==> src/rtl/csdg_pkg.sv <==
// shared types, widths and register codes of the circle signed distance grid unit
// no dependencies
`timescale 1ns / 1ps

package csdg_pkg;

  localparam int IDX_W   = 10;   // column / row index
  localparam int STEP_W  = 16;   // grid step, unsigned q4.12
  localparam int COORD_W = 24;   // origin and center, signed q12.12
  localparam int RAD_CFG_W = 23; // radius, unsigned q11.12
  localparam int PROD_W  = IDX_W + STEP_W;  // index times step
  localparam int POS_W   = 28;   // full width point coordinate and delta
  localparam int ABS_W   = POS_W - 1;     // magnitude of a delta
  localparam int SUM_W   = 54;   // sum of squares, q24
  localparam int ROOT_W  = SUM_W / 2;     // integer root, q12
  localparam int REM_W   = ROOT_W + 2;    // partial remainder
  localparam int SD_W    = 28;   // signed distance
  localparam int CFG_IDX_W  = 3;
  localparam int CFG_DATA_W = 24;
  localparam int NUM_CELLS  = ROOT_W;

  localparam logic [CFG_IDX_W-1:0] REG_CENTER_X        = 3'd0;
  localparam logic [CFG_IDX_W-1:0] REG_CENTER_Y        = 3'd1;
  localparam logic [CFG_IDX_W-1:0] REG_RADIUS          = 3'd2;
  localparam logic [CFG_IDX_W-1:0] REG_INSIDE_POSITIVE = 3'd3;
  localparam logic [CFG_IDX_W-1:0] REG_GRID_X_ORIGIN   = 3'd4;
  localparam logic [CFG_IDX_W-1:0] REG_GRID_Y_ORIGIN   = 3'd5;
  localparam logic [CFG_IDX_W-1:0] REG_STEP_X          = 3'd6;
  localparam logic [CFG_IDX_W-1:0] REG_STEP_Y          = 3'd7;

  localparam logic [RAD_CFG_W-1:0] RADIUS_RST = 23'd4096;
  localparam logic [STEP_W-1:0]    STEP_RST   = 16'd4096;

  typedef struct packed {
    logic [IDX_W-1:0] column;
    logic [IDX_W-1:0] row;
  } in_req_t;

  typedef struct packed {
    logic signed [SD_W-1:0] signed_distance;
    logic [IDX_W-1:0]       column_out;
    logic [IDX_W-1:0]       row_out;
  } out_req_t;

  typedef struct packed {
    logic [COORD_W-1:0]   center_x;
    logic [COORD_W-1:0]   center_y;
    logic [RAD_CFG_W-1:0] radius;
    logic                 inside_positive;
    logic [COORD_W-1:0]   grid_x_origin;
    logic [COORD_W-1:0]   grid_y_origin;
    logic [STEP_W-1:0]    step_x;
    logic [STEP_W-1:0]    step_y;
  } cfg_t;

  // what one square root cell hands to the next
  typedef struct packed {
    logic              valid;
    logic [REM_W-1:0]  rem;
    logic [ROOT_W-1:0] root;
    logic [SUM_W-1:0]  rad;
    logic [IDX_W-1:0]  column;
    logic [IDX_W-1:0]  row;
  } cell_t;

endpackage

==> src/rtl/csdg_front.sv <==
// front stages: grid coordinate, delta to center, magnitudes, squares and their sum
// depends on csdg_pkg
`timescale 1ns / 1ps

module csdg_front import csdg_pkg::*; (
  input  logic    clk,
  input  logic    rst_n,
  input  logic    en,
  input  logic    req_valid,
  input  in_req_t req,
  input  cfg_t    cfg,
  output cell_t   cell_o
);

  // stage 1: index times step
  logic              s1_valid_r;
  logic [PROD_W-1:0] s1_mx_r, s1_my_r;
  in_req_t           s1_req_r;
  // stage 2: point coordinate
  logic              s2_valid_r;
  logic [POS_W-1:0]  s2_x_r, s2_y_r;
  in_req_t           s2_req_r;
  // stage 3: delta magnitudes
  logic              s3_valid_r;
  logic [ABS_W-1:0]  s3_ax_r, s3_ay_r;
  in_req_t           s3_req_r;
  // stage 4: squares
  logic              s4_valid_r;
  logic [SUM_W-1:0]  s4_sqx_r, s4_sqy_r;
  in_req_t           s4_req_r;
  // stage 5: sum, start of the root chain
  cell_t             s5_r;

  logic [POS_W-1:0] x_nxt, y_nxt, dx, dy;
  logic [ABS_W-1:0] ax_nxt, ay_nxt;

  always_comb begin
    x_nxt = {{(POS_W-COORD_W){cfg.grid_x_origin[COORD_W-1]}}, cfg.grid_x_origin}
            + {{(POS_W-PROD_W){1'b0}}, s1_mx_r};
    y_nxt = {{(POS_W-COORD_W){cfg.grid_y_origin[COORD_W-1]}}, cfg.grid_y_origin}
            + {{(POS_W-PROD_W){1'b0}}, s1_my_r};
    dx = {{(POS_W-COORD_W){cfg.center_x[COORD_W-1]}}, cfg.center_x} - s2_x_r;
    dy = {{(POS_W-COORD_W){cfg.center_y[COORD_W-1]}}, cfg.center_y} - s2_y_r;
    ax_nxt = dx[POS_W-1] ? ABS_W'(-dx) : dx[ABS_W-1:0];
    ay_nxt = dy[POS_W-1] ? ABS_W'(-dy) : dy[ABS_W-1:0];
  end

  always_ff @(posedge clk) begin
    if (!rst_n) begin
      s1_valid_r <= 1'b0;
      s2_valid_r <= 1'b0;
      s3_valid_r <= 1'b0;
      s4_valid_r <= 1'b0;
      s5_r.valid <= 1'b0;
    end else if (en) begin
      s1_valid_r <= req_valid;
      s2_valid_r <= s1_valid_r;
      s3_valid_r <= s2_valid_r;
      s4_valid_r <= s3_valid_r;
      s5_r.valid <= s4_valid_r;
    end
    if (en) begin
      s1_req_r <= req;
      s1_mx_r  <= PROD_W'(req.column) * PROD_W'(cfg.step_x);
      s1_my_r  <= PROD_W'(req.row) * PROD_W'(cfg.step_y);
      s2_req_r <= s1_req_r;
      s2_x_r   <= x_nxt;
      s2_y_r   <= y_nxt;
      s3_req_r <= s2_req_r;
      s3_ax_r  <= ax_nxt;
      s3_ay_r  <= ay_nxt;
      s4_req_r <= s3_req_r;
      s4_sqx_r <= SUM_W'(s3_ax_r) * SUM_W'(s3_ax_r);
      s4_sqy_r <= SUM_W'(s3_ay_r) * SUM_W'(s3_ay_r);
      s5_r.rem    <= '0;
      s5_r.root   <= '0;
      s5_r.rad    <= s4_sqx_r + s4_sqy_r;
      s5_r.column <= s4_req_r.column;
      s5_r.row    <= s4_req_r.row;
    end
  end

  assign cell_o = s5_r;

endmodule

==> config.mk <==
export PLATFORM = sky130hd
export DESIGN_NAME = csdg_front
export DESIGN_NICKNAME = d
export VERILOG_FILES = /design/src/rtl/csdg_pkg.sv /design/src/rtl/csdg_front.sv
export SDC_FILE = /design/constraint.sdc
export NUM_CORES = 2
export LEC_CHECK = 0
export BUFFER_PORTS_ARGS = -buffer_cell sky130_fd_sc_hd__buf_2
export CORE_ASPECT_RATIO = 1.25
export CORE_UTILIZATION = 70
export CTS_CLUSTER_SIZE = 8
export DETAILED_ROUTE_END_ITERATION = 16
export PLACE_DENSITY = 0.9
export SETUP_SLACK_MARGIN = 0.2
export SYNTH_ARGS = -nofsm -noshare
export SYNTH_HDL_FRONTEND = slang
export SYNTH_SLANG_ARGS = --single-unit
==> constraint.sdc <==
create_clock -name clk -period 20.8 [get_ports clk]
set_input_delay 2.08 -clock clk [delete_from_list [all_inputs] [get_ports clk]]
set_output_delay 2.08 -clock clk [all_outputs]
set_load 0.01 [all_outputs]
After elaboration in Yosys (flattened, before gate mapping)
Cells that the tools add are included.

Add/subtract/negate cells: 7. Multipliers: 4. Div/mod/pow operators: 0. Magnitude comparators: 0. Eq/ne operators: 0. Shifts and indexed selects: 0. Mux-type cells: 2. Bitwise logic cells: 0. Reductions and logical operators: 0.

Operators with widths (count): $mul 27x27->54 (2); $add 24x27->28 (2); $sub 28x28->28 (2); $add 54x54->54 (1); $mux 27 (2); $neg 27->27 (2); $mul 10x16->26 (2).

Flip-flop bits (word level): 429. Latch bits: 0. Memory bits (writable): 0. Bits in read-only memories: 0. Input bits: 176. Memories kept: 0.

Depth between registers and ports, before layout
Depth after elaboration: 3. Depth in mapped cells: 30. Depth with buffers taken out: 27.

Worst setup path after synthesis
Ideal clock, no wire load.

Path kind: input-to-reg. From: input port req[11] (netlist name). To: register s1_mx_r[25] (data pin). Data arrival time: 7.222 ns. Data required time: 20.540 ns. Path slack: 13.318 ns. Cell stages on the path: 22. Buffers on the path: 1. Path through: clkbuf_1 nand2_1 fa_1 inv_1 fa_1 inv_1 fa_1 inv_1 fa_1 fa_1 ha_1 and3_1 a221o_1 nand2_1 nand2_1 a31oi_1 a21oi_1 a41o_1 o41ai_1 o21bai_1 a21oi_1 xnor2_1.

Word-level cells in the longest chain between the ends: 1.

RTL lines: from (decl) (line csdg_front.sv:10) `input in_req_t req,`; $mul 10x16->26 (line csdg_front.sv:64) `s1_mx_r <= PROD_W'(req.column) * PROD_W'(cfg.step_x);`; to (signal assigned) (line csdg_front.sv:64); to (decl) (line csdg_front.sv:17) `logic [PROD_W-1:0] s1_mx_r, s1_my_r;`.

No other way between the ends. A chain may end at the register's enable or synchronous reset.

Worst setup path in the final report
From: register s3_ax_r[5]. To: register s4_sqx_r[53] (data pin).

Word-level cells in the longest chain between the ends: 1.

RTL lines: from (decl) (line csdg_front.sv:25) `logic [ABS_W-1:0] s3_ax_r, s3_ay_r;`; from (signal assigned) (line csdg_front.sv:70) `s3_ax_r <= ax_nxt;`; $mul 27x27->54 (line csdg_front.sv:73) `s4_sqx_r <= SUM_W'(s3_ax_r) * SUM_W'(s3_ax_r);`; to (signal assigned) (line csdg_front.sv:73); to (decl) (line csdg_front.sv:29) `logic [SUM_W-1:0] s4_sqx_r, s4_sqy_r;`.

No other way between the ends.

==> metrics <==
outcome=finished, final reports clean; FF+latch count, synth=427; Gate Count Post-Synth=7324; PortBufs=226; GRT overflow=0; initial antenna violation count=19; synth unique cells=85; Final GP Congestion=0.9516; Hold-fix buffers, CTS=0; vias in the first global route=58.56k; DRT iter0 DRCs=3749; crit end category=flip-flop; number of synthesis warnings=0; post-CTS setup repair buffer count=0; CTS tree=built; DIE AREA=0.1046 mm²; Post-synth top flop=edfxtp_1; Final period util=46.40%; GRT Overall Usage=34.97%; post-layout min period=9.651 ns; Die W=289.5 µm; P&R area growth vs syn=5.848%; Synth async-reset ratio=0%; vias post-DR=52.23k; final clock skew=0.03155 ns; TritonCTS Buffers=66; Post-synth EDFFs=422; ANT nets after route=0; max-slew violation count=0; H-tree depth=3; Crit Path Category=reg2reg; Synth Area per Inst=9.874 µm²; Worst-path clk slew=0.05 ns; # resized after CTS=0; routed wire length=175.2 mm; most frequent cells in the layout=inv_1, fa_1, ha_1; most common cell after layout, fill and taps aside=inv_1; Post-route DRC=0; max-cap violation count=0; DR WL/cell=19.84 µm; Starting Density=70.70%; Post-DP HPWL=135.2 mm; root buf cell=clkbuf_16; Mapped Area=0.07231 mm²; first-pass GRT wire length=283.8 mm; Arr. time, crit path=10.14 ns; # rows=131; final hold violations=0; drt pass-1 iters=8; CTS max path bufs=3; Hold Crit Class=reg2reg; Critical Path Fanout Max=21; Max transition margin=15.47%; Post-layout nets=9662; f_max=103.6 MHz; Worst R2R Setup Slack=11.15 ns; largest net degree at the start of global routing=106; clk sinks=427; critical path startpoint category=flip-flop; Final Setup Violations=0; Die Height=361.4 µm; TNS Setup=0 ns; layout cell share with drive strength beyond 1=5.390%; Worst Path Required=21.29 ns; worst slew pin tran=1.268 ns; RSZ-0062 raised after global routing=false; I/O Pins=307; worst skew pair latency=0.65 ns; post-DR vias/cell=5.912; Seq/Total Area, Yosys=17.66%; Layout Utilization=74.84%; core box area=0.1023 mm²
-- area by class of cell --
cell class | instances | area (µm²)
Fill cell | 6478 | 25730
Antenna cell | 8 | 20.02
Timing Repair Buffer | 280 | 1546
Clock inverter | 14 | 247.7
Sequential cell | 427 | 12770
Clock buffer | 77 | 1714
Multi-Input combinational cell | 4870 | 51720
Tap cell | 1330 | 1664
Inverter | 1828 | 6862
-- final timing paths --
path	start	to	cells after the start
worst max-delay path	s3_ax_r[5]	s4_sqx_r[53]	25
worst min-delay path	s2_req_r[14]	s3_req_r[14]	0
worst max register to register	s3_ax_r[5]	s4_sqx_r[53]	25
worst min register to register	s2_req_r[14]	s3_req_r[14]	0
-- metal layers --
| layer | vias up | GRT usage (%) | share of wire (%) |
|---|---|---|---|
| li1 | 22740 | - | - |
| met2 | 2643 | 61.34 | 51 |
| met1 | 25870 | 37.60 | 32 |
| met4 | 16 | 24.36 | 7.8 |
| met5 | - | 0 | 0.064 |
| met3 | 964 | 6.803 | 8.3 |
-- synthesized netlist by cell type, types with 9 or more instances --
cell type  number  area (µm²)
nand3_1        56       280.3
nand2b_1       30       187.7
ha_1          684        8558
nor3_1         49       245.2
o21ai_0       141       705.7
nand4_1        24       150.1
a21boi_0       12       90.09
fa_1         1329       26610
clkbuf_1      192       720.7
xnor2_1       255        2233
a21oi_1       241        1206
nor2b_1        56       350.3
buf_4          57       427.9
or2_2          20       125.1
or3_1          16       100.1
inv_1        1824        6847
a21o_1        140        1051
o31ai_1        12       90.09
edfxtp_1      422       12670
and3_1         25       156.4
o21a_1         36       270.3
o211ai_1       11       82.58
and2_1        430        2690
nor2_1        225       844.6
nand2_1       675        2534
xor2_1        101       884.6
a31oi_1        22       137.6
a211oi_1       22       165.2
o21bai_1       43       322.8
o31a_1          9       78.83
-- cells by family (layout without fill, tap and decap cells) --
group / count (synthesis) / after routing / synth area share [%]
XOR/XNOR: 356 / 356 / 4.312
buffers and inverters: 2082 / 2199 / 11.11
adder cells (fa/ha/maj): 2013 / 2013 / 48.63
multiplexers: 11 / 11 / 0.1575
AND/OR/NAND/NOR: 1637 / 1637 / 10.98
AO/OA/AOI/OAI: 797 / 797 / 7.154
other: 1 / 64 / 0.005186
flip-flops: 427 / 427 / 17.66
-- critical path: stages (launching register included) --
cell and delay (ns):
edfxtp_1 1.07, clkinv_1 0.78, nor2_1 0.52, fa_1 0.50, fa_1 0.55, inv_1 0.06
fa_1 0.45, fa_1 0.53, fa_1 0.55, inv_1 0.06, fa_1 0.48, inv_1 0.05
fa_1 0.49, inv_1 0.05, ha_1 0.35, nand2_1 0.11, nor2_1 0.23, nand3_1 0.18
or2_2 0.33, o21bai_1 0.28, a21o_1 0.24, o211ai_1 0.28, o41ai_1 0.74, nor3_1 0.14
or3_1 0.39, nand3_1 0.08
-- state kept, by name, summed over array words and instances, names as in the netlist, 20 cells and up --
name,flops
s4_sqx_r,53
s4_sqy_r,53
s1_my_r,26
s3_ax_r,27
s3_req_r,20
s3_ay_r,27
s4_req_r,20
cell_o,75
s2_y_r,28
s2_req_r,20
s1_mx_r,26
s2_x_r,28
s1_req_r,20
-- through the flow --
| stage | hold slack [ns] | worst slack, ns | area, µm² | cells |
|---|---|---|---|---|
| floorplan | 0.4003 | 13.32 | 72520 | 7379 |
| global placement | 0.4004 | 11.55 | 74560 | 8735 |
| detailed placement | 0.4045 | 11.47 | 74560 | 8735 |
| CTS | 0.3921 | 11.37 | 76520 | 8826 |
| global route | 0.4028 | 10.91 | 76540 | 8832 |
| finish | 0.3850 | 11.15 | 76540 | 8834 |
Power is left out: the tool's default activity adds up to more than one toggle a clock period on the data nets, which glitch-free logic cannot reach.
