`config.mk`:
```
export PLATFORM = sky130hd
export DESIGN_NAME = csdg_sqrt_cell
export DESIGN_NICKNAME = d
export VERILOG_FILES = /design/src/rtl/csdg_pkg.sv /design/src/rtl/csdg_sqrt_cell.sv
export SDC_FILE = /design/constraint.sdc
export NUM_CORES = 1
export LEC_CHECK = 0
export BUFFER_PORTS_ARGS = -buffer_cell sky130_fd_sc_hd__buf_2
export CORE_UTILIZATION = 52
export CTS_BUF_LIST = sky130_fd_sc_hd__clkbuf_4 sky130_fd_sc_hd__clkbuf_8 sky130_fd_sc_hd__clkbuf_16
export CTS_CLUSTER_SIZE = 14
export DETAILED_ROUTE_END_ITERATION = 10
export PLACE_DENSITY = 0.86
export SYNTH_ARGS = -nofsm -noshare
export SYNTH_HDL_FRONTEND = slang
export SYNTH_SLANG_ARGS = --single-unit
```
`constraint.sdc`:
```
create_clock -name clk -period 4.9 [get_ports clk]
set_clock_uncertainty 0.1 [all_clocks]
set_input_delay 0.49 -clock clk [delete_from_list [all_inputs] [get_ports clk]]
set_output_delay 0.49 -clock clk [all_outputs]
set_load 0.005 [all_outputs]
```
`src/rtl/csdg_pkg.sv`:
```
// shared types, widths and register codes of the circle signed distance grid unit
// no dependencies
`timescale 1ns / 1ps

package csdg_pkg;

  localparam int IDX_W   = 10;   // column / row index
  localparam int STEP_W  = 16;   // grid step, unsigned q4.12
  localparam int COORD_W = 24;   // origin and center, signed q12.12
  localparam int RAD_CFG_W = 23; // radius, unsigned q11.12
  localparam int PROD_W  = IDX_W + STEP_W;  // index times step
  localparam int POS_W   = 28;   // full width point coordinate and delta
  localparam int ABS_W   = POS_W - 1;     // magnitude of a delta
  localparam int SUM_W   = 54;   // sum of squares, q24
  localparam int ROOT_W  = SUM_W / 2;     // integer root, q12
  localparam int REM_W   = ROOT_W + 2;    // partial remainder
  localparam int SD_W    = 28;   // signed distance
  localparam int CFG_IDX_W  = 3;
  localparam int CFG_DATA_W = 24;
  localparam int NUM_CELLS  = ROOT_W;

  localparam logic [CFG_IDX_W-1:0] REG_CENTER_X        = 3'd0;
  localparam logic [CFG_IDX_W-1:0] REG_CENTER_Y        = 3'd1;
  localparam logic [CFG_IDX_W-1:0] REG_RADIUS          = 3'd2;
  localparam logic [CFG_IDX_W-1:0] REG_INSIDE_POSITIVE = 3'd3;
  localparam logic [CFG_IDX_W-1:0] REG_GRID_X_ORIGIN   = 3'd4;
  localparam logic [CFG_IDX_W-1:0] REG_GRID_Y_ORIGIN   = 3'd5;
  localparam logic [CFG_IDX_W-1:0] REG_STEP_X          = 3'd6;
  localparam logic [CFG_IDX_W-1:0] REG_STEP_Y          = 3'd7;

  localparam logic [RAD_CFG_W-1:0] RADIUS_RST = 23'd4096;
  localparam logic [STEP_W-1:0]    STEP_RST   = 16'd4096;

  typedef struct packed {
    logic [IDX_W-1:0] column;
    logic [IDX_W-1:0] row;
  } in_req_t;

  typedef struct packed {
    logic signed [SD_W-1:0] signed_distance;
    logic [IDX_W-1:0]       column_out;
    logic [IDX_W-1:0]       row_out;
  } out_req_t;

  typedef struct packed {
    logic [COORD_W-1:0]   center_x;
    logic [COORD_W-1:0]   center_y;
    logic [RAD_CFG_W-1:0] radius;
    logic                 inside_positive;
    logic [COORD_W-1:0]   grid_x_origin;
    logic [COORD_W-1:0]   grid_y_origin;
    logic [STEP_W-1:0]    step_x;
    logic [STEP_W-1:0]    step_y;
  } cfg_t;

  // what one square root cell hands to the next
  typedef struct packed {
    logic              valid;
    logic [REM_W-1:0]  rem;
    logic [ROOT_W-1:0] root;
    logic [SUM_W-1:0]  rad;
    logic [IDX_W-1:0]  column;
    logic [IDX_W-1:0]  row;
  } cell_t;

endpackage

```
`src/rtl/csdg_sqrt_cell.sv`:
```
// one cell of the square root chain: one root bit from two radicand bits
// depends on csdg_pkg
`timescale 1ns / 1ps

module csdg_sqrt_cell import csdg_pkg::*; (
  input  logic  clk,
  input  logic  rst_n,
  input  logic  en,
  input  cell_t cell_i,
  output cell_t cell_o
);

  cell_t            cell_r;
  logic [REM_W-1:0] rem_sh, trial;
  logic             ge;

  always_comb begin
    rem_sh = {cell_i.rem[REM_W-3:0], cell_i.rad[SUM_W-1:SUM_W-2]};
    trial  = {cell_i.root, 2'b01};
    ge     = (rem_sh >= trial);
  end

  always_ff @(posedge clk) begin
    if (!rst_n) begin
      cell_r.valid <= 1'b0;
    end else if (en) begin
      cell_r.valid <= cell_i.valid;
    end
    if (en) begin
      cell_r.rem    <= ge ? rem_sh - trial : rem_sh;
      cell_r.root   <= {cell_i.root[ROOT_W-2:0], ge};
      cell_r.rad    <= {cell_i.rad[SUM_W-3:0], 2'b00};
      cell_r.column <= cell_i.column;
      cell_r.row    <= cell_i.row;
    end
  end

  assign cell_o = cell_r;

endmodule
```
==> After elaboration in Yosys (flattened, before gate mapping) <==
Index checks and enable logic that the tools add are counted.
{ "classes": {"n_addsub": 1, "magnitude_cmp": 1, "muxes": 1} }
{ "op_table": {"columns": ["operator", "n"], "rows": [
  ["greater-or-equal comparator 29 bit", 1],
  ["two-way mux 29 bit", 1],
  ["subtractor 29 bit", 1]
]} }
{ "word_totals": {"ff_bits": 129, "in_bits": 134, "word_cells": 9} }

==> Depth between registers and ports, before layout <==
Gate-level depths: netlist of run 1.
{ "depth": {"depth_word": 2, "mapped_depth": 12, "mapped_depth_nobuf": 10} }

==> Least setup slack after synthesis of run 1 <==
OpenSTA, ideal clock, no wires.
{ "synth_path": {"kind": "input port to flip-flop", "startpoint": "input port cell_i[84] in the netlist's numbering", "endpoint": "register cell_r, in the netlist cell_o[117], data pin", "setup_ps": 260, "arrival_ps": 2795, "slack_ps": 1746, "cell_stages": 12, "path_cell_list": "inv_1 > ha_1 > buf_4 > and4_4 > nand3_4 > or4_4 > o31ai_4 > a211oi_2 > or2_4 > inv_6 > buf_8 > mux2_2"} }
{ "synth_between": {"elab_chain_len": 2, "word_cells_on_any_way": 3} }
{ "synth_lines": {"columns": ["element", "line_no", "rtl"], "rows": [
  ["start, declared", "csdg_sqrt_cell.sv:9", "input cell_t cell_i,"],
  ["greater-or-equal comparator 29 bit", "csdg_sqrt_cell.sv:20", "ge = (rem_sh >= trial);"],
  ["named net ge", "csdg_sqrt_cell.sv:15", "logic ge;"],
  ["two-way mux 29 bit", "csdg_sqrt_cell.sv:30", "cell_r.rem <= ge ? rem_sh - trial : rem_sh;"],
  ["end, declared", "csdg_sqrt_cell.sv:13", "cell_t cell_r;"]
]} }
The timed path passes the listed nets, and every way through them passes these cells.
A chain may end at the register's enable or synchronous reset.

==> Final worst setup path of run 1 <==
{ "layout_path": {"startpoint": "input port cell_i[92] in the netlist's numbering", "endpoint": "register cell_r, in the netlist cell_o[128], data pin"} }
{ "layout_between": {"elab_chain_len": 2, "word_cells_on_any_way": 3} }
{ "layout_lines": {"columns": ["element", "line_no"], "rows": [
  ["subtractor 29 bit or greater-or-equal comparator 29 bit (tied branches)", "csdg_sqrt_cell.sv:30, csdg_sqrt_cell.sv:20"],
  ["two-way mux 29 bit *", "csdg_sqrt_cell.sv:30"]
]} }
Every way passes the cells marked *; elsewhere a longest branch is shown, timed or not.

==> results.tsv, run 1 <==
stage	metric	value	unit
worst_hold_path	Hold Crit Class	in -> reg	
logic_synthesis	Seq cells post-synth	129	
detailed_routing	wire length on met1	6710	um
detailed_routing	drc violations	0	
floorplanning	Die Y	111	um
grt	largest net degree at the start of global routing	96	
layout	fin area	8090	sq um
detailed_routing	WL met2	8610	um
cts	root buf cell	clkbuf_16	
logic_synthesis	synth top area cells	edfxtp_1 63%, ha_1 5.9%, mux2_2 2.9%, o21ai_0 2.7%, inv_1 2.1%	
setup_path	critical path class	in -> reg	
setup_path	CP max FO	19	
power_and_ir_drop	Switching Share	24.4	%
sta	RSZ-0062 raised after global routing	false	
power_and_ir_drop	worst vdd ir	360	uV
layout	share of cells above drive strength 1	44.0	%
sta	Setup WS post-layout	1290	ps
logic_synthesis	Distinct cells, synth	63	
detailed_routing	antenna viol nets, final	0	
cts	post-CTS resize count	0	
sta	total negative setup slack	0	ps
grt	grt total ovfl	0	
logic_synthesis	share of the synthesized area in the top cell type	62.7	%
logic_synthesis	Yosys Warn Count	0	
power_and_ir_drop	PD cells	390	nW/um^2
placed_design	GPL Wtd Cong	0.958	
layout	antenna fix cells	0	
logic_synthesis	Avg Inst Size Synth	13.5	sq um
flow_run	max-cap viol count	0	
cts	Clock transition at path regs	60	ps
logic_synthesis	Mapped Area	6130	sq um
floorplanning	core footprint	11500	sq um
floorplanning	Die W	111	um
sta	final setup fails	0	
layout	Layout Cells excl Fill	873	
setup_path	Worst Path Arrival	3670	ps
run_status	status	completed	
grt	vias in the first global route	4822	
floorplanning	Initial Util	53.5	%
sta	Slew Limit Fails	0	
logic_synthesis	dominant synthesized flop cell	edfxtp_1	
layout	Largest register FFs	129	
grt	GRT Total Usage	28.1	%
floorplanning	Top Ports	265	
grt	initial antenna violation count	1	
logic_synthesis	Syn Inst Count	453	
power_and_ir_drop	Pleak	3.60	nW
logic_synthesis	Post-synth ARST share	0	%
power_and_ir_drop	P_int	2.38	mW
detailed_routing	via count	4848	
logic_synthesis	top cells by count, synth	128 x edfxtp_1, 35 x inv_1, 33 x o21ai_0, 29 x ha_1, 22 x a21oi_1	
sta	worst slew pin tran	844	ps
detailed_routing	highest routed layer	met5	
cts	Post-CTS Setup Repair Bufs	0	
logic_synthesis	most common cell in the netlist	edfxtp_1	
floorplanning	# rows	39	
placed_design	DP HPWL	12500	um
sta	final worst path period need	3610	ps
floorplanning	Die ar.	12200	sq um
logic_synthesis	post-synth top area cell	edfxtp_1	
detailed_routing	vias per inst	5.55	
cts	Clk Latency, worst-skew pair	410	ps
placed_design	port bufs	260	
power_and_ir_drop	sequential fraction of design power	43.3	%
layout	fillers	796	
power_and_ir_drop	Pwr Total	3.15	mW
cts	CTS Hold Bufs	0	
layout	Final Core Density	70.5	%
cts	CTS Buffer Depth	2	
detailed_routing	met3 wire len	1270	um
layout	Layout area overhead	31.8	%
cts	CTS tree	done	
placed_design	placed cell count	842	
sta	Fin Hold WS	143	ps
setup_path	required time worst endpoint	4960	ps
setup_path	CP endpoint kind	flop	
sta	Fin. Hold Viols	0	
logic_synthesis	EDFF count, synth	128	
cts	CTS buffer count	17	
sta	fin crit share	73.6	%
cts	H-tree depth	4	
power_and_ir_drop	clock network fraction of total power	39.9	%
power_and_ir_drop	Logic pwr share	16.8	%
detailed_routing	Initial DRC Count	461	
placed_design	DP Area	7500	sq um
placed_design	Placement Setup Slack	953	ps
detailed_routing	drt wl/cell	19.4	um
detailed_routing	First-pass DRT Iterations	6	
power_and_ir_drop	net switching power	0.769	mW
cts	clk sinks	129	
setup_path	type of origin of the critical path	primary input	
logic_synthesis	register area share after synthesis	63.0	%
layout	nets	881	
detailed_routing	Routed WL	16900	um
sta	maximum clock rate	277	MHz
grt	global-route wire length before repair	26000	um
sta	Max transition margin	43.6	%
-- cell usage in the layout, fill, tap and decap left out, types with 5 or more instances in the layout --
cell type and count:
a21oi_1 22, o21a_1 9, a21o_1 13, and3_1 6
o21ai_0 33, xnor2_1 14, mux2_2 16, edfxtp_1 128
nand4_1 5, buf_2 259, inv_1 35, clkbuf_16 17
nor3_1 9, xor2_1 8, nand3_1 9, nor2_1 19
ha_1 29, nand2_1 20
-- kinds of logic (layout without fill, tap and decap cells) --
| kind of cell | after synthesis | after routing | share of synthesized area, % |
|---|---|---|---|
| other cells | 1 | 2 | 0.0611 |
| buf+inv | 53 | 329 | 4.59 |
| xor+xnor | 22 | 22 | 3.14 |
| compound gates | 110 | 110 | 12.0 |
| flops | 129 | 129 | 63.0 |
| mux | 20 | 20 | 3.63 |
| fa+ha+maj | 29 | 29 | 5.91 |
| simple gates | 89 | 89 | 7.73 |
-- path summary, 6_finish.rpt --
path / start / to / slack (ps) / cells after the start
setup / recovery: cell_i[92] / cell_o[128]$_DFFE_PP_ / 1290 / 11
hold / removal: cell_i[67] / cell_o[69]$_DFFE_PP_ / 140 / 1
setup reg to reg: cell_o[130]$_SDFFE_PN0P_ / cell_o[130]$_SDFFE_PN0P_ / 4180 / 2
hold reg to reg: cell_o[130]$_SDFFE_PN0P_ / cell_o[130]$_SDFFE_PN0P_ / 440 / 2
-- final cells by class --
class / instances / area [sq um] / area share, %
sequential: 129 / 3860 / 47.8
multi-input combinational: 272 / 1990 / 24.6
inverter: 36 / 140 / 1.73
timing repair buffer: 262 / 1320 / 16.4
clock inverter: 11 / 140 / 1.73
tap: 143 / 179 / 2.21
clock buffer: 20 / 448 / 5.54
-- per-layer routing --
layer | global-route usage, % | up-vias
li1 | - | 2243
met1 | 34.4 | 2309
met2 | 47.9 | 258
met3 | 7.85 | 36
met4 | 9.69 | 2
met5 | 0 | -
-- worst max-delay path, cell delays in order --
cell	delay, ps
buf_2	100
inv_1	50
ha_1	350
a21oi_1	340
o21ai_0	210
a41o_1	280
and3_2	230
a211oi_2	730
or2_4	400
inv_6	140
mux2_1	330
-- power by group through the flow --
stage	registers [mW]	logic (mW)	clock network, mW
floorplan	1.40	0.268	0
CTS	1.36	0.524	1.27
global route	1.37	0.572	1.32
finish	1.36	0.528	1.26
global placement	1.38	0.506	0
detailed placement	1.38	0.520	0
Note: power is estimated with default switching activity, not from simulation.
==> run 2: changes to the inputs <==
- ABC_AREA: default -> 1
- CORE_UTILIZATION: 52 -> 49
- PLACE_DENSITY: 0.86 -> 0.8
- clock period: 4.9 -> 3.5 ns (I/O delays scaled with it)
==> run 2 against run 1 <==
Effect of this change: power rose by 37%; synthesized area rose by 9.7%; clock-buffer cell count fell by 2; via count increased by 19%; global-route usage is 0.65 points lower.
==> results.tsv, run 2 <==
stage	metric	value	unit
run_status	status	completed	
power_and_ir_drop	Pleak	4.59	nW
logic_synthesis	Avg Inst Size Synth	9.27	sq um
sta	Slew Limit Fails	0	
detailed_routing	First-pass DRT Iterations	5	
setup_path	reg2reg setup slack	2670	ps
setup_path	CP endpoint kind	flop	
logic_synthesis	Post-synth ARST share	0	%
layout	antenna fix cells	0	
logic_synthesis	Syn Inst Count	726	
setup_path	launch point of the worst reg-to-reg path	cell_o[130]$_SDFFE_PN0P_	
layout	most common cell after layout, fill and taps aside	buf_2	
setup_path	CP cell instances	buf_2 > inv_1 > ha_1 > nand2_1 > inv_1 > a21oi_1 > nand2_1 > a21oi_1 > nand3_2 > buf_4 > nand3_1 > nand2_1	
detailed_routing	antenna viol nets, final	0	
floorplanning	Die ar.	14200	sq um
sta	RSZ-0062 raised after global routing	false	
logic_synthesis	EDFF count, synth	128	
logic_synthesis	Distinct cells, synth	27	
sta	total negative setup slack	0	ps
grt	global-route wire length before repair	29000	um
detailed_routing	WL met2	9600	um
detailed_routing	wire length on met1	7500	um
layout	Largest register FFs	129	
detailed_routing	vias per inst	4.78	
grt	initial antenna violation count	1	
cts	CTS tree	done	
grt	largest net degree at the start of global routing	92	
sta	maximum clock rate	444	MHz
floorplanning	# rows	42	
detailed_routing	drc violations	0	
worst_hold_path	Hold Crit Start	cell_i[67]	
worst_hold_path	Worst Hold Depth	1	
layout	most frequent cells in the layout	259 x buf_2, 254 x nand2_1, 136 x inv_1	
detailed_routing	Routed WL	19100	um
setup_path	critical path class	in -> reg	
worst_hold_path	Min-Delay Endpoint	cell_o[69]$_DFFE_PP_	
logic_synthesis	most common cell in the netlist	nand2_1	
grt	GRT Total Usage	27.5	%
cts	CTS Buffer Depth	2	
sta	fin crit share	64.4	%
detailed_routing	met3 wire len	1450	um
setup_path	delay of the slowest critical-path stage	340	ps
floorplanning	Initial Util	50.6	%
placed_design	GPL Wtd Cong	0.886	
setup_path	CP most frequent cell	nand2_1	
sta	Fin. Hold Viols	0	
cts	CTS Hold Bufs	8	
power_and_ir_drop	PD cells	486	nW/um^2
layout	share of cells above drive strength 1	30.8	%
power_and_ir_drop	Pwr Total	4.33	mW
setup_path	sum of buffers and inverters on the critical path	4	
floorplanning	Die Y	119	um
logic_synthesis	register area share after synthesis	57.4	%
layout	Layout area overhead	32.3	%
logic_synthesis	post-synth top area cell	edfxtp_1	
sta	worst slew pin tran	858	ps
detailed_routing	drt wl/cell	15.9	um
logic_synthesis	dominant synthesized flop cell	edfxtp_1	
cts	Clock transition at path regs	60	ps
cts	post-CTS resize count	0	
logic_synthesis	top cells by count, synth	254 x nand2_1, 136 x inv_1, 128 x edfxtp_1, 62 x nand3_1, 31 x nor2_1	
flow_run	max-cap viol count	0	
placed_design	port bufs	260	
cts	Clk Latency, worst-skew pair	410	ps
logic_synthesis	share of the synthesized area in the top cell type	57.1	%
grt	vias in the first global route	5520	
floorplanning	Die W	119	um
setup_path	reg-to-reg endpoint	cell_o[130]$_SDFFE_PN0P_	
sta	final worst path period need	2250	ps
worst_hold_path	Hold Crit Class	in -> reg	
logic_synthesis	Seq cells post-synth	129	
placed_design	DP HPWL	14400	um
cts	root buf cell	clkbuf_16	
detailed_routing	via count	5745	
logic_synthesis	Mapped Area	6730	sq um
grt	grt total ovfl	0	
detailed_routing	Initial DRC Count	386	
setup_path	CP max FO	21	
layout	nets	1177	
sta	final setup fails	0	
cts	Post-CTS Setup Repair Bufs	0	
floorplanning	Top Ports	265	
setup_path	Worst Path Arrival	2320	ps
setup_path	Slowest-stage cell, CP	ha_1	
setup_path	required time worst endpoint	3570	ps
cts	CTS buffer count	17	
setup_path	type of origin of the critical path	primary input	
logic_synthesis	Yosys Warn Count	0	
logic_synthesis	synth top area cells	edfxtp_1 57%, nand2_1 14%, inv_1 7.6%, ha_1 5.4%, nand3_1 4.6%	
setup_path	CP top delay family	simple AND/OR/NAND/NOR gates	
cts	clk sinks	129	
power_and_ir_drop	worst vdd ir	275	uV
cts	H-tree depth	4	
setup_path	Reg2Reg Depth	2	
detailed_routing	highest routed layer	met5	
sta	Max transition margin	42.8	%
floorplanning	core footprint	13300	sq um
-- run 2: cell types whose count changed in the layout (fill, tap and decap cells not counted), sizes merged, moves of 9 or more --
cell         change
nand2          +237
inv            +103
nand3           +60
o21ai           -30
nor2            +24
mux2            -18
dlygate4sd3     +15
a21o            -13
xnor2           -13
o21a             -9
-- run 2: kinds of logic (layout without fill, tap and decap cells) --
logic type,count (synthesis),count (layout),synth area share (%)
AO/OA/AOI/OAI,21,21,1.60
XOR/XNOR,12,12,1.56
adder cells (fa/ha/maj),29,29,5.39
buffers and inverters,146,445,8.92
flip-flops,129,129,57.4
other,1,2,0.0557
AND/OR/NAND/NOR,388,388,25.1
-- run 2: area by class of cell --
class,instances,area [sq um]
multi-input combinational,452,2270
tap,176,220
inverter,137,514
clock buffer,18,433
fill,1105,4390
timing repair buffer,277,1490
clock inverter,13,115
sequential,129,3860
-- run 2: how the worst max path moves through the flow --
stage	start	end	slack (ps)	cells after the start
4_1_cts	cell_i[90]	cell_o[126]$_DFFE_PP_	1280	12
6_report	cell_i[91]	cell_o[126]$_DFFE_PP_	1250	12
5_1_grt	cell_i[90]	cell_o[126]$_DFFE_PP_	1070	12
3_3_place_gp	cell_i[91]	cell_o[124]$_DFFE_PP_	870	12
2_1_floorplan	cell_i[91]	cell_o[126]$_DFFE_PP_	1500	11
3_5_place_dp	cell_i[90]	cell_o[128]$_DFFE_PP_	840	12
-- run 2: report_power, final --
group | leakage (nW) | total (mW) | switching [mW] | internal (mW)
Combinational | 3.08 | 0.777 | 0.465 | 0.312
Clock | 0.252 | 1.64 | 0.665 | 0.977
Sequential | 1.26 | 1.91 | 0.0378 | 1.87
-- run 2: worst reg2reg max path, delay by kind of cell (launching register included) --
| kind | cells | cell delay [ps] |
|---|---|---|
| AOI/OAI and AO/OA | 2 | 250 |
| DFF | 1 | 330 |
-- run 2: through the flow --
stage | cell area, sq um | cells | setup WS [ps] | utilization [%] | hold slack (ps)
2_1_floorplan | 6730 | 727 | 1500 | - | 343
3_3_place_gp | 8200 | 1156 | 867 | 61.7 | 426
3_5_place_dp | 8200 | 1156 | 842 | 61.7 | 428
4_1_cts | 8830 | 1195 | 1280 | 66.4 | 0.238
5_1_grt | 8900 | 1202 | 1070 | 66.9 | 0.538
6_report | 8900 | 1202 | 1250 | 66.9 | 10.5
-- run 2: layer usage --
layer / up-vias / global-route usage (%)
li1: 2910 / -
met1: 2583 / 32.0
met2: 208 / 47.5
met3: 42 / 8.09
met4: 2 / 10.8
met5: - / 0
==> run 3: changes to the inputs <==
- clock period: 3.5 -> 2.1 ns (I/O delays scaled with it)
==> run 3 against run 2 <==
Effect of this change: critical path depth did not move; power rose by 88%; largest cell class unchanged; sequential share of layout area fell by 6.6 points; cell count rose by 14%.
==> results.tsv, run 3 (synthesis gave the netlist of run 2 again) <==
stage	metric	value	unit
run_status	status	completed	
sta	final setup fails	0	
layout	Largest register FFs	129	
setup_path	CP startpoint	cell_i[85]	
cts	Post-CTS Setup Repair Bufs	0	
detailed_routing	Routed WL	25700	um
layout	area of the multi-input gates	2280	sq um
cts	CTS Buffer Depth	2	
grt	largest net degree at the start of global routing	47	
detailed_routing	via count	7063	
layout	most frequent cells in the layout	259 x buf_2, 254 x nand2_1, 136 x inv_1	
grt	GRT Total Usage	36.7	%
sta	Slew Limit Fails	0	
floorplanning	Die Y	119	um
sta	maximum clock rate	508	MHz
placed_design	port bufs	260	
setup_path	launch point of the worst reg-to-reg path	cell_o[130]$_SDFFE_PN0P_	
setup_path	CP max FO	14	
cts	Clock transition at path regs	60	ps
floorplanning	# rows	42	
cts	CTS buffer count	17	
worst_hold_path	Hold Crit Class	in -> reg	
grt	grt met3 use	9.10	%
power_and_ir_drop	Pwr Total	8.13	mW
power_and_ir_drop	PD cells	774	nW/um^2
detailed_routing	drt wl/cell	18.7	um
layout	most common cell after layout, fill and taps aside	buf_2	
setup_path	Worst Path Arrival	2160	ps
power_and_ir_drop	worst vdd ir	508	uV
layout	nets	1343	
setup_path	CP endpoint	cell_o[114]$_DFFE_PP_	
floorplanning	core footprint	13300	sq um
detailed_routing	antenna viol nets, final	0	
cts	Clk Latency, worst-skew pair	430	ps
setup_path	critical path class	in -> reg	
grt	initial antenna violation count	2	
floorplanning	Die ar.	14200	sq um
layout	Final Core Density	79.0	%
setup_path	type of origin of the critical path	primary input	
grt	busiest grt layer	met2	
sta	Fin. Hold Viols	0	
detailed_routing	drc violations	0	
grt	met1 usage	38.5	%
detailed_routing	First-pass DRT Iterations	6	
setup_path	required time worst endpoint	2290	ps
placed_design	GPL Wtd Cong	0.885	
floorplanning	Initial Util	50.6	%
floorplanning	Top Ports	265	
grt	global-route wire length before repair	38300	um
cts	clk sinks	129	
setup_path	Reg2Reg Depth	3	
setup_path	reg-to-reg endpoint	cell_o[130]$_SDFFE_PN0P_	
layout	fillers	824	
power_and_ir_drop	Pleak	5.41	nW
cts	H-tree depth	4	
layout	Layout area overhead	56.1	%
layout	register area	3860	sq um
sta	final worst path period need	1970	ps
cts	CTS tree	done	
setup_path	reg2reg setup slack	750	ps
detailed_routing	vias per inst	5.15	
flow_run	max-cap viol count	0	
sta	RSZ-0062 raised after global routing	false	
placed_design	DP HPWL	15500	um
detailed_routing	Initial DRC Count	640	
grt	grt total ovfl	0	
sta	worst slew pin tran	556	ps
grt	vias in the first global route	7108	
floorplanning	Die W	119	um
sta	fin crit share	93.8	%
grt	GRT met2 Usage	65.7	%
sta	Max transition margin	62.8	%
cts	root buf cell	clkbuf_16	
layout	share of cells above drive strength 1	32.9	%
setup_path	CP endpoint kind	flop	
run 3: cell types whose count changed in the layout (fill, tap and decap cells not counted):
cell | previous run | this run
buf_4 | 1 | 73
inv_6 | 2 | 1
clkinv_1 | 1 | 2
nor2_4 | 2 | 3
clkinvlp_4 | 6 | 1
diode_2 | 0 | 2
dlygate4sd3_1 | 15 | 104
buf_12 | 1 | 5
bufinv_16 | 1 | 4
clkinv_4 | 1 | 4
run 3: worst max-delay path, cell delays in order:
cell,delay [ps]
buf_2,90
inv_1,60
ha_1,380
nand2_1,170
nor2_2,70
nand2_1,110
nor2_2,60
nand3_1,100
nand3_2,150
nor2_4,410
nand3_1,210
nand2_1,130
run 3: how the worst min path moves through the flow:
stage                            from                       end  slack, ps  cells after the start
after floorplan                    en  cell_o[130]$_SDFFE_PN0P_        200                      1
after global placement     cell_i[59]      cell_o[61]$_DFFE_PP_        290                      1
after detailed placement    cell_i[2]       cell_o[2]$_DFFE_PP_        290                      1
after CTS                 cell_i[105]     cell_o[107]$_DFFE_PP_          3                      3
after global routing      cell_i[104]     cell_o[106]$_DFFE_PP_         10                      3
final                     cell_i[102]     cell_o[104]$_DFFE_PP_          1                      3
run 3: routing by layer:
layer / share of wire (%) / vias up
met2: 50 / 475
met3: 8.8 / 112
met5: 0.051 / -
met1: 35 / 3230
li1: - / 3244
met4: 6.0 / 2
run 3: cell type report:
| type | instances | share of cell area (%) |
|---|---|---|
| Inverter | 137 | 4.90 |
| Sequential cell | 129 | 36.8 |
| Clock inverter | 14 | 1.80 |
| Tap cell | 176 | 2.10 |
| Multi-Input combinational cell | 453 | 21.7 |
| Antenna cell | 2 | 0.0477 |
| Timing Repair Buffer | 442 | 28.5 |
| Clock buffer | 18 | 4.12 |
run 3: report_power, final:
part	internal (mW)	switching [mW]	total (mW)
Combinational	0.790	0.934	1.72
Clock	2.00	1.21	3.20
Sequential	3.12	0.0847	3.21
run 3: stage by stage:
stage	hold WS (ps)	cell area, sq um	std cells	setup TNS, ps	setup WS (ps)
floorplan	203	6730	727	0	243
global placement	286	8820	1232	-4920	-194
detailed placement	288	8820	1232	-6920	-289
CTS	3.21	10500	1368	0	95.4
global route	10.3	10500	1370	0	28.8
finish	1.16	10500	1371	0	131
run 3: what timing repair did:
| action | in CTS | in global routing |
|---|---|---|
| hold buffers | 104 | 0 |
| endpoints found under the setup margin | 0 | 24 |
| hold endpoints to repair | 103 | 0 |
| gates resized for setup | 0 | 1 |
